File: src/rtl/afc_pkg.sv
package afc_pkg;

    // Number of planes tested for each item, and number of writable plane registers.
    localparam int NUM_PLANES  = 6;
    localparam int PLANE_REGS  = 6;
    localparam int NUM_AXES    = 3;

    // Configuration port geometry.
    localparam int CFG_IDX_W   = 3;
    localparam int CFG_DATA_W  = 64;

    // Fixed-point widths.
    localparam int COORD_W     = 24;                    // Q15.8 input coordinate
    localparam int CORNER_W    = COORD_W + 1;           // box plus position, Q16.8
    localparam int NORM_W      = 12;                    // Q1.10 normal component
    localparam int CONST_W     = 28;                    // Q19.8 plane constant
    localparam int CONST_LSB   = NORM_W * NUM_AXES;     // constant field position
    localparam int CONST_SHIFT = 10;                    // Q.8 to Q.18 alignment
    localparam int PROD_W      = NORM_W + CORNER_W;     // one normal times coordinate
    localparam int DIST_W      = PROD_W + 3;            // room for three products and constant

    typedef logic [CFG_DATA_W-1:0] t_plane;
    typedef logic signed [COORD_W-1:0] t_coord;
    typedef logic signed [CORNER_W-1:0] t_corner;
    typedef logic signed [NORM_W-1:0] t_norm;
    typedef logic signed [CONST_W-1:0] t_const;
    typedef logic signed [PROD_W-1:0] t_prod;
    typedef logic signed [DIST_W-1:0] t_dist;

    // Normal component of one axis from a packed plane word.
    function automatic t_norm plane_normal(input t_plane p, input logic [1:0] axis);
        t_norm n;
        case (axis)
            2'd0:    n = t_norm'(p[NORM_W-1:0]);
            2'd1:    n = t_norm'(p[2*NORM_W-1:NORM_W]);
            2'd2:    n = t_norm'(p[3*NORM_W-1:2*NORM_W]);
            default: n = '0;
        endcase
        return n;
    endfunction

    // Plane constant from a packed plane word.
    function automatic t_const plane_const(input t_plane p);
        return t_const'(p[CONST_LSB+CONST_W-1:CONST_LSB]);
    endfunction

endpackage

File: src/rtl/afc_decide.sv
module afc_decide (
    input  logic                  i_clk,
    input  logic                  i_en,
    input  afc_pkg::t_prod        i_prod [afc_pkg::NUM_PLANES][afc_pkg::NUM_AXES],
    input  afc_pkg::t_plane       i_plane [afc_pkg::NUM_PLANES],
    output logic                  o_culled
);

    logic r_culled;
    logic n_culled;

    // Signed distance of the positive vertex for each plane; negative means behind.
    always_comb begin
        afc_pkg::t_dist v_dist;
        n_culled = 1'b0;
        for (int k = 0; k < afc_pkg::NUM_PLANES; k++) begin
            v_dist = (afc_pkg::t_dist'(afc_pkg::plane_const(i_plane[k]))
                      <<< afc_pkg::CONST_SHIFT)
                   + afc_pkg::t_dist'(i_prod[k][0])
                   + afc_pkg::t_dist'(i_prod[k][1])
                   + afc_pkg::t_dist'(i_prod[k][2]);
            n_culled = n_culled | v_dist[afc_pkg::DIST_W-1];
        end
    end

    // Result register.
    always_ff @(posedge i_clk) begin
        if (i_en) begin
            r_culled <= n_culled;
        end
    end

    assign o_culled = r_culled;

endmodule

File: config.mk
export PLATFORM = sky130hd
export DESIGN_NAME = afc_decide
export DESIGN_NICKNAME = d
export VERILOG_FILES = /design/src/rtl/afc_pkg.sv /design/src/rtl/afc_decide.sv
export SDC_FILE = /design/constraint.sdc
export NUM_CORES = 1
export LEC_CHECK = 0
export BUFFER_PORTS_ARGS = -buffer_cell sky130_fd_sc_hd__buf_2
export CORE_AREA = 2 2 406 408
export DETAILED_ROUTE_END_ITERATION = 10
export DIE_AREA = 0 0 408 410
export PLACE_DENSITY = 0.37
export SYNTH_ARGS = -nofsm -noshare
export SYNTH_HDL_FRONTEND = slang
export SYNTH_SLANG_ARGS = --single-unit
File: constraint.sdc
create_clock -name i_clk -period 5.8 [get_ports i_clk]
set_input_delay 1.16 -clock i_clk [delete_from_list [all_inputs] [get_ports i_clk]]
set_output_delay 1.16 -clock i_clk [all_outputs]
set_load 0.01 [all_outputs]
# Word level (Yosys, flattened, before mapping)
# Cells that the tools add are included.
# classes
add_sub_neg,18
n_bitwise,5
# op_table
cell,count
$add A39 B37 Y40,6
$add A40 B37 Y40,6
$add A38 B37 Y39,6
$or A1 B1 Y1,5
# totals
regBits,1
inputBits,1052
wordCells,24

# Longest topological paths before layout
# Gate-level depths: netlist of run 1.
# depth
word_depth,8
depth_mapped,12
depth_no_buf,12

# Worst setup path before layout of run 1
# Ideal clock, no wire load.
# synth_path
path_kind,input port to flip-flop
from,in i_prod[147] (netlist name)
to,"reg r_culled (netlist: o_culled), data pin"
setup_slack_ns,1.319
required_time_ns,5.529
stages,10
setup_ns,0.271
arrival_time_ns,4.211
path_cell_list,fa_1 -> fa_1 -> ha_1 -> nand4_2 -> or4_4 -> or3b_1 -> o2111ai_2 -> a211oi_2 -> a2111oi_2 -> nand4_1
# synth_via
elab_chain_len,3
# synth_lines
element,line,rtl
"start, declared",afc_decide.sv:4,"input afc_pkg::t_prod i_prod [afc_pkg::NUM_PLANES][afc_pkg::NUM_AXES],"
$add A40 B37 Y40,afc_decide.sv:21,+ afc_pkg::t_dist'(i_prod[k][2]);
$or A1 B1 Y1 (2 in series),afc_decide.sv:22,n_culled = n_culled | v_dist[afc_pkg::DIST_W-1];
via n_culled,afc_decide.sv:10,logic n_culled;
"end signal, assigned",afc_decide.sv:29,r_culled <= n_culled;
"end, declared",afc_decide.sv:9,logic r_culled;
# The timed path passes the listed nets, and every way through them passes these cells.
# A chain may end at the register's enable or synchronous reset.

# Final worst setup path of run 1
# Ends and elaborated chain as after synthesis.

==> summary.txt, run 1 <==
Global route
  • Maximum number of pins on one net before global-route repair: 5
  • Vias in the first global route: 15,380
  • GRT Total Usage: 9.088%
  • Global-route wire length before repair: 107.3 mm
  • Initial antenna violation count: 48
  • Congestion Overflow GR: 0

Flow run
  • Max-Cap Viols: 0

STA
  • Setup violators final: 0
  • Setup TNS: 0 ns
  • Worst-Margin Slew: 0.7390 ns
  • WHS: 1.362 ns
  • RSZ-0062 raised after global routing: false
  • Slew HR: 50.21%
  • Final slew viol count: 0
  • Fin crit period: 5.100 ns
  • Period utilisation layout: 87.93%
  • Final hold violation count: 0
  • FMAX: 196.1 MHz
  • Final worst setup slack: 0.6999 ns

Floorplan
  • IO Pins: 1,053
  • Vert. Die Dim: 410 um
  • Total core area: 163,500 um2
  • FP Rows: 149
  • Die Wd: 408 um
  • Die area: 167,300 um2
  • Initial Util: 9.469%

Logic synthesis
  • Synth unique cells: 39
  • Top FF cell, synth: edfxtp_1
  • Area leader, netlist: fa_1
  • Syn Inst Count: 1,645
  • Number of synthesized flops with an enable pin: 1
  • Fraction of registers with async set/reset: 0%
  • Synthesized cell area: 15,480 um2
  • Ranking of synthesized cells by area: fa_1, ha_1, inv_1, a21oi_1, nand4_1
  • #FFs+latches synth: 1
  • Syn nets: 3,351
  • Mapped Avg Cell Area: 9.411 um2
  • Yosys warning count: 0
  • Sequential share of the synthesized area: 0.1940%
  • Synth top area share: 49.66%

Worst setup path
  • Setup crit start kind: primary input
  • Worst Setup End Kind: flop
  • Largest fanout on the critical path: 4
  • WP data required: 5.53 ns
  • CP Class: in2reg
  • Worst Path Arrival: 4.83 ns

Drt
  • DRC viols: 0
  • Wire per inst: 16.65 um
  • Number of DRC markers in iteration 0: 439
  • Via count: 13,720
  • Initial DRT Pass Iterations: 4
  • WL final: 78.23 mm
  • Vias per std cell: 2.920
  • Final antenna-violating net count: 0

Min path
  • Hold EP: o_culled
  • Hold depth: 1
  • Hold crit path type: in2reg
  • HP Start: i_en

Cells and area
  • Post-route cell area: 22,510 um2
  • Share of layout cells above drive strength 1: 34.19%
  • Post-layout util: 13.77%
  • Fill cells: 18,970
  • Max FFs per register: 1
  • Post-Layout Cell Count: 4,697
  • Area growth, synth to finish: 45.41%
  • Nets@finish: 4,197

Placement
  • Placed insts: 4,678
  • Setup Slack @ Placement: 0.5998 ns
  • Detailed Place HPWL: 77.88 mm
  • PortBufs: 836
  • Placement-stage cell area: 22,460 um2
  • GP Congestion: 0.8490

Clock network
  • Clock slew at reported path FFs: 0 ns
  • Resized Gates After CTS: 0
  • Number of post-CTS setup repair buffers: 0
  • Hold_buf cts: 0

Power
  • Maximum VDD drop: 0.00004701 V
  • Overall power: 2.999 mW
  • Power Density: 133.2 nW/um2
  • Static leakage: 12.41 nW

Outcome
  • Status: completed
-- cells by family after synthesis --
family / Yosys count / share of synthesized area (%)
xor gates and xnor gates: 3 / 0.1698
AOI/OAI and AO/OA: 189 / 7.492
buffers and inverters: 647 / 15.69
DFF: 1 / 0.1940
and+or+nand+nor: 151 / 4.979
adders and majority gates: 654 / 71.48
-- worst max path at each step --
stage	start	endpoint	slack [ns]	cells past startpoint
CTS	i_prod[480]	o_culled	0.60	14
global placement	i_prod[468]	o_culled	0.64	14
finish	i_prod[147]	o_culled	0.70	10
global route	i_prod[147]	o_culled	0.43	10
detailed placement	i_prod[480]	o_culled	0.60	14
floorplan	i_prod[147]	o_culled	1.32	10
-- Yosys cell counts, types with 9 or more instances --
cell      count
inv_1       647
fa_1        384
ha_1        270
a21oi_1      85
nand2_1      56
o21ai_0      35
nand4_1      34
a21o_1       27
nor2_1       18
nand3_1      13
a221oi_1     10
a211oi_1      9
and4_1        9
nor3_1        9
-- cells in the final DEF, fill, tap and decap left out, types with 2 or more instances in the layout --
cell type / n
o22ai_1: 3
inv_1: 647
and4_1: 9
o2111ai_1: 2
xor2_1: 3
fa_1: 384
a21o_1: 27
nand4_1: 34
a211oi_1: 9
nand2_1: 56
nor2_1: 18
o21ai_0: 34
buf_2: 836
buf_4: 8
nor3_1: 9
ha_1: 270
diode_2: 19
a2111oi_0: 3
nor4_1: 4
a221oi_1: 10
nand3_1: 13
a21oi_1: 85
o211ai_1: 5
-- critical path, stage by stage --
cell	delay, ns
buf_2	0.12
fa_1	0.63
fa_1	0.49
ha_1	0.37
nand4_2	0.25
or4_4	0.63
nor4_1	0.47
a211oi_2	0.20
a2111oi_2	0.38
nand4_1	0.12
-- cell type report --
type	count	area, um2	share of cell area [%]
Antenna cell	19	47.55	0.2112
Multi-Input combinational cell	997	13020	57.85
Sequential cell	1	30.03	0.1334
Timing Repair Buffer	844	4244	18.85
Tap cell	2189	2739	12.17
Inverter	647	2429	10.79
-- report_power, final --
group          switching [mW]  internal [mW]
combinational            1.70           1.28
clock                       0    0.000000290
sequential            0.00240         0.0101
total                    1.71           1.29
-- layer usage --
| layer | global-route usage [%] | up-vias | wire, um |
|---|---|---|---|
| li1 | - | 6656 | - |
| met1 | 11.92 | 6375 | 33650 |
| met4 | 2.114 | 18 | 2274 |
| met3 | 1.556 | 86 | 5540 |
| met5 | 0 | - | 111 |
| met2 | 15.45 | 581 | 36650 |
Power figures use the tool's default switching activity.
==> run 2, diff against run 1 <==
--- a/config.mk
+++ b/config.mk
@@ -6,10 +6,12 @@
 export NUM_CORES = 1
 export LEC_CHECK = 0
 export BUFFER_PORTS_ARGS = -buffer_cell sky130_fd_sc_hd__buf_2
-export CORE_AREA = 2 2 406 408
+export CELL_PAD_IN_SITES_DETAIL_PLACEMENT = 0
+export CELL_PAD_IN_SITES_GLOBAL_PLACEMENT = 1
+export CORE_AREA = 2 2 407 409
 export DETAILED_ROUTE_END_ITERATION = 10
-export DIE_AREA = 0 0 408 410
-export PLACE_DENSITY = 0.37
+export DIE_AREA = 0 0 409 411
+export PLACE_DENSITY = 0.44
 export SYNTH_ARGS = -nofsm -noshare
 export SYNTH_HDL_FRONTEND = slang
 export SYNTH_SLANG_ARGS = --single-unit
==> run 2 against run 1 <==
Flip-flop and latch count unchanged. Routed wire length shrank 0.42%. Design area fell by 0.11%. Cell count shrank 0.17%. Global-route usage decreased by 0.076 points. Critical path depth is the same. Setup slack got worse by 0.099 ns. Largest cell class unchanged. Highest routed layer unchanged.
==> summary.txt, run 2 (same netlist as run 1, synthesis figures left out) <==
Worst setup path
  • Crit path top cell by count: fa_1
  • WP data required: 5.52 ns (about the same)
  • CP Class: in2reg
  • Cell breakdown of the critical path: buf_2 -> fa_1 -> fa_1 -> ha_1 -> nand4_2 -> or4_4 -> nor4_1 -> a211oi_2 -> a2111oi_2 -> nand4_1
  • Crit-path max cell delay: 0.63 ns (about the same)
  • WP depth: 10 (unchanged)
  • Setup crit start kind: primary input
  • Worst Path Arrival: 4.92 ns (+0.09 ns)
  • Crit path from: i_prod[147]
  • Worst setup endpoint: o_culled
  • Crit path max-delay family: simple AND/OR/NAND/NOR gates
  • Largest fanout on the critical path: 4 (unchanged)
  • CP max stage cell: fa_1
  • Worst Setup End Kind: flop
  • CP bufs+invs: 1 (unchanged)

Global route
  • Global-route wire length before repair: 107.9 mm (+0.55%)
  • Congestion Overflow GR: 0 (unchanged)
  • Vias in the first global route: 15,510 (+0.84%)
  • Maximum number of pins on one net before global-route repair: 5 (unchanged)
  • Initial antenna violation count: 44 (-8.3%)
  • GRT Total Usage: 9.012% (-0.076 points)

STA
  • Setup TNS: 0 ns (unchanged)
  • FMAX: 192.3 MHz (-1.9%)
  • Setup violators final: 0 (unchanged)
  • Fin crit period: 5.199 ns (+0.09887 ns)
  • Final hold violation count: 0 (unchanged)
  • RSZ-0062 raised after global routing: false
  • WHS: 1.391 ns (+0.02888 ns)
  • Slew HR: 47.91% (-2.3 points)
  • Period utilisation layout: 89.64% (+1.7 points)
  • Final slew viol count: 0 (unchanged)
  • Worst-Margin Slew: 0.7732 ns (+0.03415 ns)

Clock network
  • Resized Gates After CTS: 0 (unchanged)
  • Hold_buf cts: 0 (unchanged)
  • Clock slew at reported path FFs: 0 ns (unchanged)
  • Number of post-CTS setup repair buffers: 0 (unchanged)

Floorplan
  • Initial Util: 9.447% (-0.022 points)
  • Total core area: 163,900 um2 (+0.23%)
  • Die Wd: 409 um (+0.25%)
  • IO Pins: 1,053 (unchanged)
  • Vert. Die Dim: 411 um (+0.24%)
  • FP Rows: 149 (unchanged)
  • Die area: 168,100 um2 (+0.49%)

Drt
  • Via count: 13,690 (-0.20%)
  • Number of DRC markers in iteration 0: 316 (-28%)
  • Vias per std cell: 2.919 (about the same)
  • Wire per inst: 16.61 um (-0.25%)
  • Final antenna-violating net count: 0 (unchanged)
  • WL final: 77.90 mm (-0.42%)
  • DRC viols: 0 (unchanged)
  • Initial DRT Pass Iterations: 4 (unchanged)

Power
  • Maximum VDD drop: 0.00005929 V (+26%)
  • Power Density: 131.6 nW/um2 (-1.2%)
  • Static leakage: 12.41 nW (about the same)

Cells and area
  • Post-Layout Cell Count: 4,689 (-0.17%)
  • Fill cells: 18,940 (-0.14%)
  • Highest-count cells in the layout ignoring fill and taps: buf_2, inv_1, fa_1
  • Post-route cell area: 22,490 um2 (-0.11%)
  • Max FFs per register: 1 (unchanged)
  • Nets@finish: 4,196 (-0.024%)
  • Area growth, synth to finish: 45.25%
  • Post-layout util: 13.72% (-0.047 points)
  • Share of layout cells above drive strength 1: 34.16% (about the same)
  • Most common cell after layout, fill and taps aside: buf_2

Placement
  • PortBufs: 836 (unchanged)
  • Detailed Place HPWL: 77.70 mm (-0.23%)
  • GP Congestion: 0.8241 (-2.9%)
  • Placed insts: 4,677 (-0.021%)
  • Placement-stage cell area: 22,460 um2 (about the same)

Min path
  • Hold crit path type: in2reg

Outcome
  • Status: completed

Flow run
  • Max-Cap Viols: 0 (unchanged)
## run 2: changes by cell type in the layout (fill, tap and decap cells not counted), sizes merged
cell   previous run  this run
diode            19        12
buf             844       843
## run 2: routing by layer
layer,share of wire [%],GRT usage (%),vias up
met5,0.30,0,-
met4,1.3,0.6299,34
met3,6.5,1.587,78
met2,48,15.88,555
met1,44,11.88,6377
li1,-,-,6644
## run 2: worst min path at each step
stage,to,cells past startpoint,from
6_report,o_culled,1,i_en
5_1_grt,o_culled,1,i_en
4_1_cts,o_culled,1,i_en
3_5_place_dp,o_culled,1,i_en
3_3_place_gp,o_culled,1,i_en
2_1_floorplan,o_culled,0,i_en
## run 2: area by class of cell
| class | count | area [um2] | area share [%] |
|---|---|---|---|
| sequential | 1 | 30.03 | 0.1335 |
| timing repair buffer | 843 | 4237 | 18.84 |
| tap | 2189 | 2739 | 12.18 |
| multi-input combinational | 997 | 13020 | 57.91 |
| antenna | 12 | 30.03 | 0.1335 |
| inverter | 647 | 2429 | 10.80 |
## run 2: through the flow
| step | setup WS [ns] | power, mW |
|---|---|---|
| after floorplan | 1.319 | 1.697 |
| after global placement | 0.6046 | 3.083 |
| after detailed placement | 0.5329 | 3.070 |
| after CTS | 0.5093 | 3.101 |
| after global routing | 0.3924 | 3.482 |
| final | 0.6011 | 2.959 |
## run 2: where the power goes
group	leakage, nW	internal [mW]	total (mW)	switching, mW
clock	0.0000761	0.000000121	0.000000121	0
sequential	0.0101	0.0101	0.0133	0.00314
combinational	12.4	1.28	2.95	1.67
total	12.4	1.29	2.96	1.67
